`config.mk`:
```
export PLATFORM = sky130hd
export DESIGN_NAME = fdt_structure_token_parser_unit
export DESIGN_NICKNAME = d
export VERILOG_FILES = /design/src/hw/rtl/fdtp_pkg.sv /design/src/hw/rtl/fdtp_front.sv /design/src/hw/rtl/fdtp_queue.sv /design/src/hw/rtl/fdtp_back.sv /design/src/hw/rtl/fdt_structure_token_parser_unit.sv
export SDC_FILE = /design/constraint.sdc
export NUM_CORES = 1
export LEC_CHECK = 0
export BUFFER_PORTS_ARGS = -buffer_cell sky130_fd_sc_hd__buf_4
export CAP_MARGIN = 20
export CORE_ASPECT_RATIO = 1.1
export CORE_UTILIZATION = 50
export CTS_BUF_LIST = sky130_fd_sc_hd__clkbuf_4 sky130_fd_sc_hd__clkbuf_8 sky130_fd_sc_hd__clkbuf_16
export DETAILED_ROUTE_END_ITERATION = 10
export PLACE_DENSITY_LB_ADDON = 0.05
export REMOVE_ABC_BUFFERS = 1
export SLEW_MARGIN = 20
export SYNTH_ARGS = -nofsm -noshare
export SYNTH_HDL_FRONTEND = slang
export SYNTH_SLANG_ARGS = --single-unit
```
`constraint.sdc`:
```
create_clock -name clk_i -period 11.5 [get_ports clk_i]
set_input_delay 2.875 -clock clk_i [delete_from_list [all_inputs] [get_ports clk_i]]
set_output_delay 2.875 -clock clk_i [all_outputs]
set_load 0.1 [all_outputs]
```
`src/hw/rtl/fdtp_pkg.sv`:
```
// fdtp_pkg: types and constants shared by the structure token parser
// no dependencies

package fdtp_pkg;

  typedef enum logic [2:0] {
    PH_TOKEN = 3'd0,
    PH_NAME  = 3'd1,
    PH_PLEN  = 3'd2,
    PH_PNAME = 3'd3,
    PH_SKIP  = 3'd4
  } phase_e;

  typedef enum logic [2:0] {
    EV_BEGIN   = 3'd0,
    EV_ENDNODE = 3'd1,
    EV_PROP    = 3'd2,
    EV_NOP     = 3'd3,
    EV_END     = 3'd4,
    EV_BAD     = 3'd5
  } evt_kind_e;

  // ref_val carries the name reference, or the token word for a bad token
  typedef struct packed {
    evt_kind_e   kind;
    logic [31:0] ref_val;
    logic [31:0] doff;
    logic [31:0] dlen;
  } evt_t;

  localparam logic [31:0] TokBeginNode = 32'd1;
  localparam logic [31:0] TokEndNode   = 32'd2;
  localparam logic [31:0] TokProp      = 32'd3;
  localparam logic [31:0] TokNop       = 32'd4;
  localparam logic [31:0] TokEnd       = 32'd9;

  localparam logic [31:0] PosLimit     = 32'hFFFF_FFFB;
  localparam logic [31:0] WordBytes    = 32'd4;

endpackage

```
`src/hw/rtl/fdtp_front.sv`:
```
// fdtp_front: accepts structure words, tracks position and parse phase, classifies tokens
// depends on fdtp_pkg

module fdtp_front import fdtp_pkg::*; (
  input  logic        clk_i,
  input  logic        rst_ni,
  input  logic        accept_i,
  input  logic [31:0] word_i,
  input  logic        first_i,
  input  logic        cfg_we_i,
  input  logic [31:0] cfg_wdata_i,
  output logic        evt_valid_o,
  output evt_t        evt_o
);

  phase_e      phase_q, phase_d, phase_eff;
  logic [31:0] pos_q, pos_d, pos_eff, pos_next;
  logic [29:0] skip_q, skip_d, skip_eff, skip_new, skip_dec;
  logic [31:0] held_q, held_d, held_eff, held_plus3;
  logic        halted_q, halted_d, halted_eff;
  logic [31:0] size_q;
  logic        has_zero;

  assign phase_eff  = first_i ? PH_TOKEN : phase_q;
  assign pos_eff    = first_i ? 32'd0 : pos_q;
  assign skip_eff   = first_i ? 30'd0 : skip_q;
  assign held_eff   = first_i ? 32'd0 : held_q;
  assign halted_eff = first_i ? 1'b0 : halted_q;

  assign pos_next   = (pos_eff > PosLimit) ? 32'hFFFF_FFFF : pos_eff + WordBytes;
  assign held_plus3 = held_eff + 32'd3;
  assign skip_new   = held_plus3[31:2];
  assign skip_dec   = skip_eff - 30'd1;
  assign has_zero   = (word_i[31:24] == 8'd0) || (word_i[23:16] == 8'd0) ||
                      (word_i[15:8] == 8'd0) || (word_i[7:0] == 8'd0);

  always_comb begin
    phase_d     = phase_q;
    pos_d       = pos_q;
    skip_d      = skip_q;
    held_d      = held_q;
    halted_d    = halted_q;
    evt_valid_o = 1'b0;
    evt_o       = '{kind: EV_NOP, ref_val: 32'd0, doff: 32'd0, dlen: 32'd0};
    if (accept_i) begin
      phase_d  = phase_eff;
      pos_d    = pos_eff;
      skip_d   = skip_eff;
      held_d   = held_eff;
      halted_d = halted_eff;
      if (!halted_eff && (pos_eff < size_q)) begin
        pos_d = pos_next;
        unique case (phase_eff)
          PH_NAME: begin
            if (has_zero) begin
              phase_d = PH_TOKEN;
            end
          end
          PH_PLEN: begin
            held_d  = word_i;
            phase_d = PH_PNAME;
          end
          PH_PNAME: begin
            evt_valid_o = 1'b1;
            evt_o = '{kind: EV_PROP, ref_val: word_i, doff: pos_next, dlen: held_eff};
            skip_d  = skip_new;
            phase_d = (skip_new == 30'd0) ? PH_TOKEN : PH_SKIP;
          end
          PH_SKIP: begin
            skip_d = skip_dec;
            if (skip_dec == 30'd0) begin
              phase_d = PH_TOKEN;
            end
          end
          default: begin
            phase_d     = PH_TOKEN;
            evt_valid_o = 1'b1;
            priority if (word_i == TokBeginNode) begin
              evt_o.kind    = EV_BEGIN;
              evt_o.ref_val = pos_next;
              phase_d       = PH_NAME;
            end else if (word_i == TokEndNode) begin
              evt_o.kind = EV_ENDNODE;
            end else if (word_i == TokProp) begin
              evt_valid_o = 1'b0;
              phase_d     = PH_PLEN;
            end else if (word_i == TokNop) begin
              evt_o.kind = EV_NOP;
            end else if (word_i == TokEnd) begin
              evt_o.kind = EV_END;
            end else begin
              evt_o.kind    = EV_BAD;
              evt_o.ref_val = word_i;
              halted_d      = 1'b1;
            end
          end
        endcase
      end
    end
  end

  always_ff @(posedge clk_i or negedge rst_ni) begin
    if (!rst_ni) begin
      phase_q  <= PH_TOKEN;
      pos_q    <= 32'd0;
      skip_q   <= 30'd0;
      held_q   <= 32'd0;
      halted_q <= 1'b0;
      size_q   <= 32'd0;
    end else begin
      phase_q  <= phase_d;
      pos_q    <= pos_d;
      skip_q   <= skip_d;
      held_q   <= held_d;
      halted_q <= halted_d;
      if (cfg_we_i) begin
        size_q <= cfg_wdata_i;
      end
    end
  end

  a_halt_silent: assert property (@(posedge clk_i) disable iff (!rst_ni)
    halted_q && !first_i |-> !evt_valid_o)
    else $error("event while halted");

  a_skip_nonzero: assert property (@(posedge clk_i) disable iff (!rst_ni)
    phase_q == PH_SKIP |-> skip_q != 30'd0)
    else $error("skip phase with zero count");

  a_first_restart: assert property (@(posedge clk_i) disable iff (!rst_ni)
    accept_i && first_i && size_q == 32'd0 |=> pos_q == 32'd0 && !halted_q)
    else $error("restart did not clear state");

endmodule

```
`src/hw/rtl/fdtp_queue.sv`:
```
// fdtp_queue: short event queue between the front and back parts
// depends on fdtp_pkg

module fdtp_queue import fdtp_pkg::*; #(
  parameter int unsigned Depth = 4
) (
  input  logic clk_i,
  input  logic rst_ni,
  input  logic wr_i,
  input  evt_t wr_data_i,
  output logic full_o,
  input  logic rd_i,
  output logic valid_o,
  output evt_t rd_data_o
);

  localparam int unsigned PtrW = (Depth > 1) ? $clog2(Depth) : 1;
  localparam int unsigned CntW = $clog2(Depth + 1);

  evt_t            mem_q [Depth];
  logic [PtrW-1:0] wr_ptr_q, rd_ptr_q;
  logic [CntW-1:0] cnt_q;
  logic            wr_en, rd_en;

  assign full_o    = (cnt_q == CntW'(Depth));
  assign valid_o   = (cnt_q != '0);
  assign wr_en     = wr_i && !full_o;
  assign rd_en     = rd_i && valid_o;
  assign rd_data_o = mem_q[rd_ptr_q];

  always_ff @(posedge clk_i) begin
    if (wr_en) begin
      mem_q[wr_ptr_q] <= wr_data_i;
    end
  end

  always_ff @(posedge clk_i or negedge rst_ni) begin
    if (!rst_ni) begin
      wr_ptr_q <= '0;
      rd_ptr_q <= '0;
      cnt_q    <= '0;
    end else begin
      if (wr_en) begin
        wr_ptr_q <= (wr_ptr_q == PtrW'(Depth - 1)) ? '0 : wr_ptr_q + PtrW'(1);
      end
      if (rd_en) begin
        rd_ptr_q <= (rd_ptr_q == PtrW'(Depth - 1)) ? '0 : rd_ptr_q + PtrW'(1);
      end
      if (wr_en && !rd_en) begin
        cnt_q <= cnt_q + CntW'(1);
      end else if (rd_en && !wr_en) begin
        cnt_q <= cnt_q - CntW'(1);
      end
    end
  end

  a_cnt_up: assert property (@(posedge clk_i) disable iff (!rst_ni)
    wr_en && !rd_en |=> cnt_q == $past(cnt_q) + CntW'(1))
    else $error("queue count lost a write");

  a_cnt_down: assert property (@(posedge clk_i) disable iff (!rst_ni)
    rd_en && !wr_en |=> cnt_q == $past(cnt_q) - CntW'(1))
    else $error("queue count lost a read");

  a_cnt_range: assert property (@(posedge clk_i) disable iff (!rst_ni)
    cnt_q <= CntW'(Depth))
    else $error("queue count out of range");

endmodule

```
`src/hw/rtl/fdtp_back.sv`:
```
// fdtp_back: takes events from the queue and drives the registered result ports
// depends on fdtp_pkg

module fdtp_back import fdtp_pkg::*; (
  input  logic        clk_i,
  input  logic        rst_ni,
  input  logic        q_valid_i,
  input  evt_t        q_data_i,
  output logic        q_rd_o,
  output logic        empty,
  input  logic        pop,
  output logic [2:0]  event_kind_o,
  output logic [31:0] name_ref_o,
  output logic [31:0] data_offset_o,
  output logic [31:0] data_length_o,
  output logic [31:0] bad_token_o
);

  logic        valid_q;
  logic [2:0]  kind_q;
  logic [31:0] name_q, doff_q, dlen_q, bad_q;
  logic        load;
  logic        is_bad;

  assign load   = q_valid_i && (!valid_q || pop);
  assign q_rd_o = load;
  assign is_bad = (q_data_i.kind == EV_BAD);

  always_ff @(posedge clk_i or negedge rst_ni) begin
    if (!rst_ni) begin
      valid_q <= 1'b0;
    end else if (load) begin
      valid_q <= 1'b1;
    end else if (pop) begin
      valid_q <= 1'b0;
    end
  end

  always_ff @(posedge clk_i) begin
    if (load) begin
      kind_q <= q_data_i.kind;
      name_q <= is_bad ? 32'd0 : q_data_i.ref_val;
      bad_q  <= is_bad ? q_data_i.ref_val : 32'd0;
      doff_q <= q_data_i.doff;
      dlen_q <= q_data_i.dlen;
    end
  end

  assign empty         = !valid_q;
  assign event_kind_o  = kind_q;
  assign name_ref_o    = name_q;
  assign data_offset_o = doff_q;
  assign data_length_o = dlen_q;
  assign bad_token_o   = bad_q;

  a_fill: assert property (@(posedge clk_i) disable iff (!rst_ni)
    q_valid_i && !valid_q |=> valid_q)
    else $error("output stage not filled from queue");

  a_bad_split: assert property (@(posedge clk_i) disable iff (!rst_ni)
    valid_q && kind_q != EV_BAD |-> bad_q == 32'd0)
    else $error("bad token field set on a good event");

  a_drain: assert property (@(posedge clk_i) disable iff (!rst_ni)
    valid_q && pop && !q_valid_i |=> !valid_q)
    else $error("popped request not retired");

endmodule

```
`src/hw/rtl/fdt_structure_token_parser_unit.sv`:
```
// fdt_structure_token_parser_unit: top level of the structure block token parser
// depends on fdtp_pkg, fdtp_front, fdtp_queue, fdtp_back
//
//  channel   direction  handshake          payload
//  input     in         push / full        word_i, first_i
//  result    out        empty / pop        event_kind_o, name_ref_o, data_offset_o,
//                                          data_length_o, bad_token_o
//  config    in         cfg_we_i           cfg_wdata_i (structure size in bytes)
//
// one word per cycle while full is low; a result request passes through the queue and then the output register
// words are classified combinationally by the front parser, results wait in a
// QueueDepth entry queue ahead of one output register
// full rises only when the queue is full, i.e. the result side has stalled
// asynchronous active-low reset, no clearing pass

module fdt_structure_token_parser_unit import fdtp_pkg::*; #(
  parameter int unsigned QueueDepth = 4
) (
  input  logic        clk_i,
  input  logic        rst_ni,
  input  logic        push,
  output logic        full,
  input  logic [31:0] word_i,
  input  logic        first_i,
  output logic        empty,
  input  logic        pop,
  output logic [2:0]  event_kind_o,
  output logic [31:0] name_ref_o,
  output logic [31:0] data_offset_o,
  output logic [31:0] data_length_o,
  output logic [31:0] bad_token_o,
  input  logic        cfg_we_i,
  input  logic [31:0] cfg_wdata_i
);

  logic accept;
  logic evt_valid;
  evt_t evt;
  logic q_valid, q_rd;
  evt_t q_data;

  assign accept = push && !full;

  fdtp_front u_front (
    .clk_i       (clk_i),
    .rst_ni      (rst_ni),
    .accept_i    (accept),
    .word_i      (word_i),
    .first_i     (first_i),
    .cfg_we_i    (cfg_we_i),
    .cfg_wdata_i (cfg_wdata_i),
    .evt_valid_o (evt_valid),
    .evt_o       (evt)
  );

  fdtp_queue #(
    .Depth (QueueDepth)
  ) u_queue (
    .clk_i     (clk_i),
    .rst_ni    (rst_ni),
    .wr_i      (evt_valid),
    .wr_data_i (evt),
    .full_o    (full),
    .rd_i      (q_rd),
    .valid_o   (q_valid),
    .rd_data_o (q_data)
  );

  fdtp_back u_back (
    .clk_i         (clk_i),
    .rst_ni        (rst_ni),
    .q_valid_i     (q_valid),
    .q_data_i      (q_data),
    .q_rd_o        (q_rd),
    .empty         (empty),
    .pop           (pop),
    .event_kind_o  (event_kind_o),
    .name_ref_o    (name_ref_o),
    .data_offset_o (data_offset_o),
    .data_length_o (data_length_o),
    .bad_token_o   (bad_token_o)
  );

endmodule

```
== After elaboration in Yosys (flattened, before gate mapping) ==
Memory sizes are Yosys's and may differ from the RTL's.
Index checks and enable logic that the tools add are counted.

* Bits in registers: 269
* RAM bits: 396
* Input bits: 70
* Output and inout bits: 133
* Logic and storage cells: 117
* Memories kept: 1

* $add $sub $neg: 7
* Magnitude comparators: 2
* Equal/unequal tests: 13
* Multiplexer cells: 52
* Reductions and logical operators: 27

{| class="wikitable"
|+ Memories
! memory !! depth !! bits a word !! read ports !! clocked after memory_dff !! write ports !! line !! source
|-
| u_queue.mem_q || 4 || 99 || 1 || 0 || 1 || fdtp_queue.sv:20 || <nowiki>evt_t mem_q [Depth];</nowiki>
|}

{| class="wikitable"
|+ Operators by type and width
! operator !! count
|-
| $mux W32 || 9
|-
| $mux W99 || 2
|-
| $mux W35 || 2
|-
| $pmux W35 S2 || 1
|-
| $eq A32 B2 Y1 const B || 2
|-
| $mux W64 || 1
|-
| $logic_not A30 Y1 || 2
|-
| $mux W30 || 2
|-
| $pmux W30 S2 || 1
|-
| $mux W3 || 11
|-
| $add A32 B2 Y32 const B || 1
|-
| $add A32 B3 Y32 const B || 1
|-
| $eq A32 B1 Y1 const B || 1
|-
| $eq A32 B3 Y1 const B || 1
|-
| $eq A32 B4 Y1 const B || 1
|-
| $gt A32 B32 Y1 const B || 1
|-
| $logic_not A8 Y1 || 4
|-
| $lt A32 B32 Y1 || 1
|-
| $sub A30 B1 Y30 const B || 1
|-
| $mux W1 || 18
|-
| $pmux W3 S4 || 1
|-
| $eq A3 B3 Y1 const B || 3
|-
| $logic_and A1 B1 Y1 || 7
|-
| $eq A3 B2 Y1 const B || 2
|-
| other kinds (13) || 25
|}

== Depth between registers and ports, before layout ==
Gate-level depths: netlist of the first run.

* Depth after elaboration: 12
* Gate-level depth with buffers: 22

== Modules after synthesis ==
A second synthesis of the first run with hierarchy kept.

* Cell total of the unflattened synthesis: 1970
* Area total of the unflattened synthesis: 29014.1 um^2

{| class="wikitable"
|+ By module, submodules not included
! module !! instances !! cells each !! area each (um^2)
|-
| fdtp_queue || 1 || 554 || 14730.4
|-
| fdtp_front || 1 || 1207 || 9781.9
|-
| fdtp_back || 1 || 208 || 4488.1
|-
| fdt_structure_token_parser_unit || 1 || 1 || 13.8
|}

== Worst setup path after synthesis of the first run ==
OpenSTA, ideal clock, no wires.

* Kind: input port to flip-flop
* From: input port pop
* To: register u_queue.cnt_q[1]
* Library setup time: 0.125 ns
* Arrival: 10.804 ns
* Setup slack: 0.572 ns
* Stages: 7
* Path buffers: 0
* Cells stage by stage: inv_1 > a21oi_1 > inv_1 > ha_1 > inv_1 > fa_1 > mux2_2

* Cells in the longest elaborated chain, start to end: 6
* Elaborated cells on any way between the ends: 8
* Those cells by class: mux: 1; reduce/logical: 7

{| class="wikitable"
|+ Ends and longest elaborated chain
! element !! line !! source
|-
| start: declaration || fdt_structure_token_parser_unit.sv:26 || <nowiki>input logic pop,</nowiki>
|-
| $logic_or A1 B1 Y1 (*) || fdtp_back.sv:25 || <nowiki>assign load = q_valid_i && (!valid_q || pop);</nowiki>
|-
| $logic_and A1 B1 Y1 (*) || fdtp_back.sv:25 ||
|-
| via q_rd || fdt_structure_token_parser_unit.sv:39 || <nowiki>logic q_valid, q_rd;</nowiki>
|-
| $logic_and A1 B1 Y1 (*) || fdtp_queue.sv:28 || <nowiki>assign rd_en = rd_i && valid_o;</nowiki>
|-
| $logic_not A1 Y1 || fdtp_queue.sv:49 || <nowiki>if (wr_en && !rd_en) begin</nowiki>
|-
| $logic_and A1 B1 Y1 || fdtp_queue.sv:49 ||
|-
| $mux W3 or $reduce_bool A2 Y1 (tied branches) || n/a ||
|-
| end signal: assignment || fdtp_queue.sv:50 || <nowiki>cnt_q <= cnt_q + CntW'(1);</nowiki>
|-
| end signal: assignment || fdtp_queue.sv:52 || <nowiki>cnt_q <= cnt_q - CntW'(1);</nowiki>
|-
| end: declaration || fdtp_queue.sv:22 || <nowiki>logic [CntW-1:0] cnt_q;</nowiki>
|}

Mark *: on every way through the listed nets, which the timed path passes. The rest lies on a longest branch.
A chain may end at the register's enable or synchronous reset.

== Worst setup path after layout of the first run ==
* From: input port first_i
* To: memory u_queue.mem_q[2][98] (netlist bit) (enable)

* Cells in the longest elaborated chain, start to end: 9
* Elaborated cells on any way between the ends: 17
* Those cells by class: order compare: 1; eq/ne: 4; mux: 8; reduce/logical: 4

{| class="wikitable"
|+ Ends and longest elaborated chain
! element !! line !! source
|-
| start: declaration || fdt_structure_token_parser_unit.sv:24 || <nowiki>input logic first_i,</nowiki>
|-
| branches (longest 4 deep; another with $lt A32 B32 Y1) || n/a ||
|-
| $mux W1 (*) || fdtp_front.sv:51 || <nowiki>if (!halted_eff && (pos_eff < size_q)) begin</nowiki>
|-
| $mux W1 (*) || fdtp_front.sv:45 || <nowiki>if (accept_i) begin</nowiki>
|-
| $logic_and A1 B1 Y1 (*) || fdtp_queue.sv:27 || <nowiki>assign wr_en = wr_i && !full_o;</nowiki>
|-
| $mux W1 (*) || fdtp_queue.sv:32 || <nowiki>if (wr_en) begin</nowiki>
|-
| $mux W1 (implied by the code) (*) || fdtp_queue.sv:33 || <nowiki>mem_q[wr_ptr_q] <= wr_data_i;</nowiki>
|-
| end: declaration || fdtp_queue.sv:20 ||
|}

Mark *: on every way between the ends.

==> out/results.ini, run 1 <==
[yosys]
synth_edf_count = 527
synth_xor_xnor_area_share_pct = 1.874
synth.avg_cell_area_um2 = 14.69
ys_top_cells_by_area = edfxtp_1, dfrtp_1, mux4_2, a22o_1, ha_1
muxShareOfSynthArea_pct = 8.243
ys.flop_type = edfxtp_1
synth_top_family_by_area = simple AND/OR/NAND/NOR gates
synthAdderAreaFrac_pct = 1.753
syn_inst = 1973
synth.top_cell.area_share_pct = 54.61
synth-compound-area-share_pct = 8.670
ys_warn_count = 0
yosys.cell_types.count = 89
yosysTopAreaCell = edfxtp_1
yosysSeqAreaShare_pct = 66.53
synthSimpleGateAreaFrac_pct = 10.47
synth_seq_cells = 665
async_flop_share_pct = 20.75
synth_area_mm2 = 0.02898

[worst_setup_path]
crit_path_end_kind = flip-flop
critical_path.max_fanout = 47
r2r_cells = 10
critical-path-max-stage-delay_ns = 0.69
critical_path_class = in2reg
timing.rr.start = u_front.pos_q[21]
path_common_cell = buf_4
r2r-end = u_queue.mem_q[2][98]
crit_path_start_kind = primary input
r2r_slack_ns = 6.86
cp.required_ns = 11.73
critPathSlowestCell = and2_4
arrival_ns = 7.76
cp_cell_sequence = buf_4, buf_4, and2b_1, ha_1, a21oi_1, o21ai_0, a221o_1, nand2_1, a311oi_1, nor2_1, and3_1, and2_4, buf_4

[place]
dp_hpwl_um = 50570
gp_congestion = 0.9246
port_buffers = 202
place_area_mm2 = 0.03121
place_inst = 2839

[outcome]
outcome = complete, no violations

[detailed_routing]
drc_errors = 0
drtIter0Drc = 1514
ant_nets = 0
drt_wl_total_um = 75410
viasPerCell = 6.086
wl_per_cell_um = 25.47
vias = 18020
first_pass_iters = 5

[finish]
final_cell_mix = edfxtp_1, buf_4, dfrtp_1
design_area_mm2 = 0.03344
fin_cells = 2961
final_common_cell = edfxtp_1
diodes = 0
area_delta_synth_final_pct = 15.41
fin_nets = 2267
drive_gt1_share_pct = 22.05

[grt]
grt_overflow = 0
grt_pass1_vias = 17900
grtUsageTotal_pct = 26.16
grt_pass1_wl_um = 113900
grt_max_degree = 84
antenna_found_initial = 1

[min_path]
holdPathStages = 1
hp-start = u_queue.cnt_q[2]
min_to = u_queue.cnt_q[2]
hold_class = reg2reg

[die]
die_x_um = 231.5
dieHeight_um = 254.5
initial_core_util_pct = 50.55
core_area_mm2 = 0.05733
rows = 92
dieArea_mm2 = 0.05892
io_pins = 203

[timing]
finalSetupViolCount = 0
worst_slew_pin_slew_ns = 0.9333
fin_tns_setup_ns = 0
fin_crit_sh_pct = 65.48
finalHoldViolCount = 0
rsz0062_at_grt = no
clock.fmax_mhz = 132.8
slew_headroom_pct = 37.78
maxSlewViolCount = 0
min_period_ns = 7.530
skew_ns = 0.01868

[pwr]
p_per_area_mw_per_mm2 = 269.5
power_mw = 9.012
vdd_drop_max_uv = 234.7
p_leak_nw = 12.30

[clock_network]
htreeDepth = 3
clk_pin_slew_ns = 0.06
cts-root-buf = clkbuf_16
cts_buffer_depth = 3
postCtsSetupBuffers = 0
ctsHoldBuffers = 0
cts_tree = built
cts.sinks = 665
worstSkewPairLatency_ns = 0.61
cts_resized = 0
cts_buffers = 68

[flow_run]
maxCapViolCount = 0

[worst max-delay path by stage]
stage / from / cells after the start / endpoint / slack, ns
6_report: first_i / 13 / u_queue.mem_q[2][98] / 3.97
3_5_place_dp: first_i / 13 / u_queue.mem_q[2][90] / 3.39
2_1_floorplan: pop / 7 / u_queue.cnt_q[1] / 0.57
5_1_grt: first_i / 13 / u_queue.mem_q[2][71] / 3.71
3_3_place_gp: first_i / 13 / u_queue.mem_q[2][90] / 3.45
4_1_cts: first_i / 13 / u_queue.mem_q[2][98] / 4.02
[cell families (layout without fill, tap and decap cells)]
kind of cell,Yosys count,after routing
muxes,114,114
xor gates and xnor gates,62,62
adders and majority gates,40,40
AOI/OAI and AO/OA,348,348
buffers and inverters,176,412
DFF,665,665
and+or+nand+nor,568,568
[state kept, by name, indices dropped and copies added, names as in the netlist, 30 cells and up]
register              count
u_back.bad_token_o       32
u_front.size_q           32
u_front.skip_q           30
u_queue.mem_q           396
u_back.data_offset_o     32
u_back.name_ref_o        32
u_front.pos_q            32
u_front.held_q           32
u_back.data_length_o     32
[cell usage after synthesis (5+ instances only)]
| master | count |
|---|---|
| a31oi_1 | 11 |
| nor4b_1 | 5 |
| nor3b_1 | 6 |
| o21ai_0 | 70 |
| xnor2_1 | 32 |
| and4_1 | 5 |
| nor2b_1 | 60 |
| or4_1 | 8 |
| o2bb2ai_1 | 30 |
| ha_1 | 39 |
| a22o_1 | 61 |
| nand4_1 | 27 |
| or3_1 | 11 |
| mux2i_1 | 8 |
| mux2_2 | 7 |
| buf_1 | 21 |
| a211oi_1 | 5 |
| o22ai_1 | 11 |
| nor4_1 | 26 |
| edfxtp_1 | 527 |
| o32ai_1 | 9 |
| a32oi_1 | 8 |
| a22oi_1 | 15 |
| a21o_1 | 12 |
| a21oi_1 | 48 |
| nor3_1 | 31 |
| buf_2 | 14 |
| dfrtp_1 | 138 |
| nand2b_1 | 7 |
| nand3_1 | 30 |
| and2_1 | 45 |
| inv_1 | 57 |
| and3_1 | 41 |
| clkbuf_1 | 77 |
| mux4_2 | 99 |
| a311oi_1 | 5 |
| xor2_1 | 30 |
| a2bb2oi_1 | 7 |
| nor2_1 | 122 |
| o21a_1 | 5 |
| nand2_1 | 115 |
| o31a_1 | 5 |
[report_power, final]
part	switching (mW)	total [mW]	internal [mW]
clock network	0.901	2.19	1.29
registers	0.205	3.46	3.25
logic	2.52	3.36	0.841
[area by class of cell]
class	count	area (um^2)
clock buffers	94	1957
clock inverters	28	267.8
fillers	4587	23880
inverters	58	217.7
multi-input cells	1132	9024
flip-flops and latches	665	19290
well taps	752	940.9
repair buffers	232	1749
[layer usage]
metal | wire [um] | global-route usage (%)
met3 | 4375 | 3.511
met5 | 0 | 0
met1 | 32550 | 37.14
met4 | 2204 | 9.267
met2 | 36290 | 41.72
[critical path, delay by kind of cell]
kind	cells	cell delay (ns)
simple gates	5	2.18
buf+inv	3	1.52
compound gates	4	0.78
fa+ha+maj	1	0.30
[metrics by stage]
step	hold WS, ns	setup slack (ns)	util (%)
3_5_place_dp	0.4877	3.394	54.45
6_report	0.4968	3.970	58.34
5_1_grt	0.5254	3.708	58.34
3_3_place_gp	0.4730	3.454	54.45
4_1_cts	0.4979	4.018	58.33
2_1_floorplan	0.4560	0.5717	-
No activity file was read; power rests on OpenSTA's default activity.
==> run 2, diff against run 1 <==
--- a/config.mk
+++ b/config.mk
@@ -5,6 +5,7 @@
 export SDC_FILE = /design/constraint.sdc
 export NUM_CORES = 1
 export LEC_CHECK = 0
+export ABC_AREA = 1
 export BUFFER_PORTS_ARGS = -buffer_cell sky130_fd_sc_hd__buf_4
 export CAP_MARGIN = 20
 export CORE_ASPECT_RATIO = 1.1
==> constraint.sdc (replaced) <==
create_clock -name clk_i -period 6.4 [get_ports clk_i]
set_input_delay 1.6 -clock clk_i [delete_from_list [all_inputs] [get_ports clk_i]]
set_output_delay 1.6 -clock clk_i [all_outputs]
set_load 0.1 [all_outputs]
==> run 2 against run 1 <==
  * Hold slack got worse by 0.014 ns
  * Combinational power increased to 2.9 times the previous value
  * Sequential share of layout area decreased by 5.5 points
  * Largest cell class unchanged
  * Largest power group is now combinational cells
==> out/results.ini, run 2 <==
[die]
core_area_mm2 = 0.06384  ; was 0.05733 mm^2
io_pins = 203  ; unchanged
rows = 97  ; was 92
die_x_um = 244.5  ; was 231.5 um
dieArea_mm2 = 0.06572  ; was 0.05892 mm^2
initial_core_util_pct = 50.67  ; was 50.55%
dieHeight_um = 268.8  ; was 254.5 um

[grt]
grt-busiest-layer = met2  ; unchanged
grt_overflow = 0  ; unchanged
gr-usage-met3_pct = 5.016  ; was 3.511%
grt_max_degree = 169  ; was 84
grt_pass1_vias = 24140  ; was 17900
antenna_found_initial = 0  ; was 1
grt_pass1_wl_um = 145100  ; was 113900 um
grtUsageTotal_pct = 29.30  ; was 26.16%
use_met2_pct = 44.31  ; was 41.72%
use_met1_pct = 42.33  ; was 37.14%

[min_path]
hold_class = reg2reg  ; unchanged
holdPathStages = 2  ; was 1
min_to = u_front.skip_q[29]  ; was u_queue.cnt_q[2]
hp-start = u_front.skip_q[29]  ; was u_queue.cnt_q[2]

[clock_network]
cts.sinks = 665  ; unchanged
htreeDepth = 3  ; unchanged
cts_buffers = 68  ; unchanged
cts_resized = 0  ; unchanged
postCtsSetupBuffers = 0  ; unchanged
cts-root-buf = clkbuf_16  ; unchanged
ctsHoldBuffers = 0  ; unchanged
cts_buffer_depth = 3  ; unchanged
cts_tree = built  ; unchanged
clk_pin_slew_ns = 0.06  ; about the same
worstSkewPairLatency_ns = 0.63  ; was 0.61 ns

[timing]
rsz0062_at_grt = no  ; unchanged
finalHoldViolCount = 0  ; unchanged
maxSlewViolCount = 0  ; unchanged
min_period_ns = 4.946
worst_slack_ns = 1.454  ; was 3.970 ns
fin_crit_sh_pct = 77.27
whs_ns = 0.4826  ; was 0.4968 ns
finalSetupViolCount = 0  ; unchanged
skew_ns = 0.02775  ; was 0.01868 ns
worst_slew_pin_slew_ns = 1.037  ; was 0.9333 ns
slew_headroom_pct = 30.84  ; was 37.78%
clock.fmax_mhz = 202.2

[yosys]
synth_common_cells = nand2_1, edfxtp_1, nor2_1  ; was edfxtp_1, dfrtp_1, nor2_1
synth_top_family_by_area = simple AND/OR/NAND/NOR gates  ; unchanged
async_flop_share_pct = 20.75  ; unchanged
yosysMostFrequentCell = nand2_1  ; was edfxtp_1
ys_warn_count = 0  ; unchanged
syn_inst = 3535  ; was 1973
synth_xor_xnor_area_share_pct = 0.4332  ; was 1.874%
ys_top_cells_by_area = edfxtp_1, nand2_1, dfrtp_1, nor2_1, o21ai_0  ; was edfxtp_1, dfrtp_1, mux4_2, a22o_1, ha_1
synthAdderAreaFrac_pct = 1.570  ; was 1.753%
synthSimpleGateAreaFrac_pct = 21.24  ; was 10.47%
yosysSeqAreaShare_pct = 59.60  ; was 66.53%
yosysTopAreaCell = edfxtp_1  ; unchanged
synth_seq_cells = 665  ; unchanged
synth-compound-area-share_pct = 10.74  ; was 8.670%
synth_area_mm2 = 0.03235  ; was 0.02898 mm^2
synth_edf_count = 527  ; unchanged
ys.flop_type = edfxtp_1  ; unchanged
synth.top_cell.area_share_pct = 48.92  ; was 54.61%
synth.avg_cell_area_um2 = 9.151  ; was 14.69 um^2
yosys.cell_types.count = 52  ; was 89
muxShareOfSynthArea_pct = 0.06962  ; was 8.243%

[worst_setup_path]
critical_path_class = in2reg  ; unchanged
cp.required_ns = 6.71  ; was 11.73 ns
r2r-end = u_queue.mem_q[1][63]  ; was u_queue.mem_q[2][98]
r2r_cells = 10  ; unchanged
r2r_slack_ns = 2.72  ; was 6.86 ns
arrival_ns = 5.26  ; was 7.76 ns
critical_path.max_fanout = 45  ; was 47
crit_path_end_kind = flip-flop  ; unchanged
timing.rr.start = u_front.pos_q[31]  ; was u_front.pos_q[21]
crit_path_start_kind = primary input  ; unchanged

[finish]
final_cell_mix = nand2_1, edfxtp_1, nor2_1  ; was edfxtp_1, buf_4, dfrtp_1
drive_gt1_share_pct = 11.79  ; was 22.05%
largest_register_ff_count = 396  ; unchanged
final_common_cell = nand2_1  ; was edfxtp_1
diodes = 0  ; unchanged
area_delta_synth_final_pct = 14.16  ; was 15.41%
fin_nets = 3786  ; was 2267
largest_register = u_queue.mem_q  ; unchanged

[detailed_routing]
wl_per_cell_um = 21.12  ; was 25.47 um
drtIter0Drc = 2426  ; was 1514
ant_nets = 0  ; unchanged
first_pass_iters = 6  ; was 5
drt_wl_total_um = 96580  ; was 75410 um
vias = 25770  ; was 18020
drc_errors = 0  ; unchanged
viasPerCell = 5.635  ; was 6.086

[pwr]
vdd_drop_max_uv = 737.7  ; was 234.7 uV
p_per_area_mw_per_mm2 = 549.9  ; was 269.5 mW/mm^2
p_leak_nw = 15.67  ; was 12.30 nW
power_mw = 20.31  ; was 9.012 mW

[place]
port_buffers = 202  ; unchanged
dp_hpwl_um = 65530  ; was 50570 um
pre_cts_ws_ns = 0.8010  ; was 3.394 ns
gp_congestion = 0.9717  ; was 0.9246

[flow_run]
maxCapViolCount = 0  ; unchanged

[outcome]
outcome = complete, no violations  ; unchanged

-- run 2: cell count changes after synthesis, moves of 44 or more --
| cell | before | now |
|---|---|---|
| nand2_1 | 115 | 996 |
| nor2_1 | 122 | 459 |
| inv_1 | 57 | 322 |
| o21ai_0 | 70 | 272 |
| a21oi_1 | 48 | 169 |
| mux4_2 | 99 | 0 |
| nand3_1 | 30 | 98 |
| o22ai_1 | 11 | 74 |
| a22o_1 | 61 | 0 |
| nor2b_1 | 60 | 0 |
| and2_1 | 45 | 1 |
| clkbuf_1 | 77 | 121 |
-- run 2: critical path: stages --
cell	delay (ns)
buf_4	0.45
inv_6	0.28
nand2_1	0.19
inv_2	0.07
ha_1	0.29
a21oi_1	0.13
o21ai_0	0.09
nand2_1	0.06
a31oi_1	0.11
nor4_1	0.37
nand2_4	0.12
inv_2	0.08
nand3_2	0.25
nor2_4	0.71
buf_4	0.40
-- run 2: worst max path at each step --
| stage | from | to | slack (ns) |
|---|---|---|---|
| after floorplan | first_i | u_queue.mem_q[0][0] | -5.34 |
| after global placement | first_i | u_queue.mem_q[1][50] | 0.86 |
| after detailed placement | first_i | u_queue.mem_q[1][50] | 0.80 |
| after CTS | first_i | u_queue.mem_q[1][63] | 1.47 |
| after global routing | first_i | u_queue.mem_q[1][43] | 1.23 |
| final | first_i | u_queue.mem_q[1][63] | 1.45 |
-- run 2: metal layers --
| layer | share of wire [%] | vias to the layer above |
|---|---|---|
| met5 | 0 | - |
| met3 | 7.6 | 180 |
| met2 | 44 | 1068 |
| met4 | 3.4 | 0 |
| met1 | 45 | 12370 |
| li1 | - | 12150 |
-- run 2: cell type report --
type,count,area (um^2)
clock buffers,87,1876
clock inverters,39,449.2
fillers,5614,26910
inverters,329,1249
multi-input cells,2364,11070
flip-flops and latches,665,19280
well taps,841,1052
repair buffers,248,1953
-- run 2: cell families after synthesis --
| family | count (synthesis) |
|---|---|
| buf+inv | 506 |
| fa+ha+maj | 40 |
| compound gates | 613 |
| simple gates | 1693 |
| mux | 2 |
| flops | 665 |
| xor+xnor | 16 |
-- run 2: per-stage QoR --
| step | setup TNS (ns) | std cells | utilization, % | area (um^2) |
|---|---|---|---|---|
| floorplan | -3153.30 | 3358 | - | 31530 |
| global placement | 0 | 4447 | 54.21 | 34610 |
| detailed placement | 0 | 4447 | 54.21 | 34610 |
| CTS | 0 | 4573 | 57.85 | 36930 |
| global route | 0 | 4573 | 57.85 | 36930 |
| finish | 0 | 4573 | 57.85 | 36930 |
-- run 2: report_power, final --
part | switching, mW | internal [mW]
Clock | 1.74 | 2.33
Sequential | 0.487 | 6.07
Combinational | 7.58 | 2.10
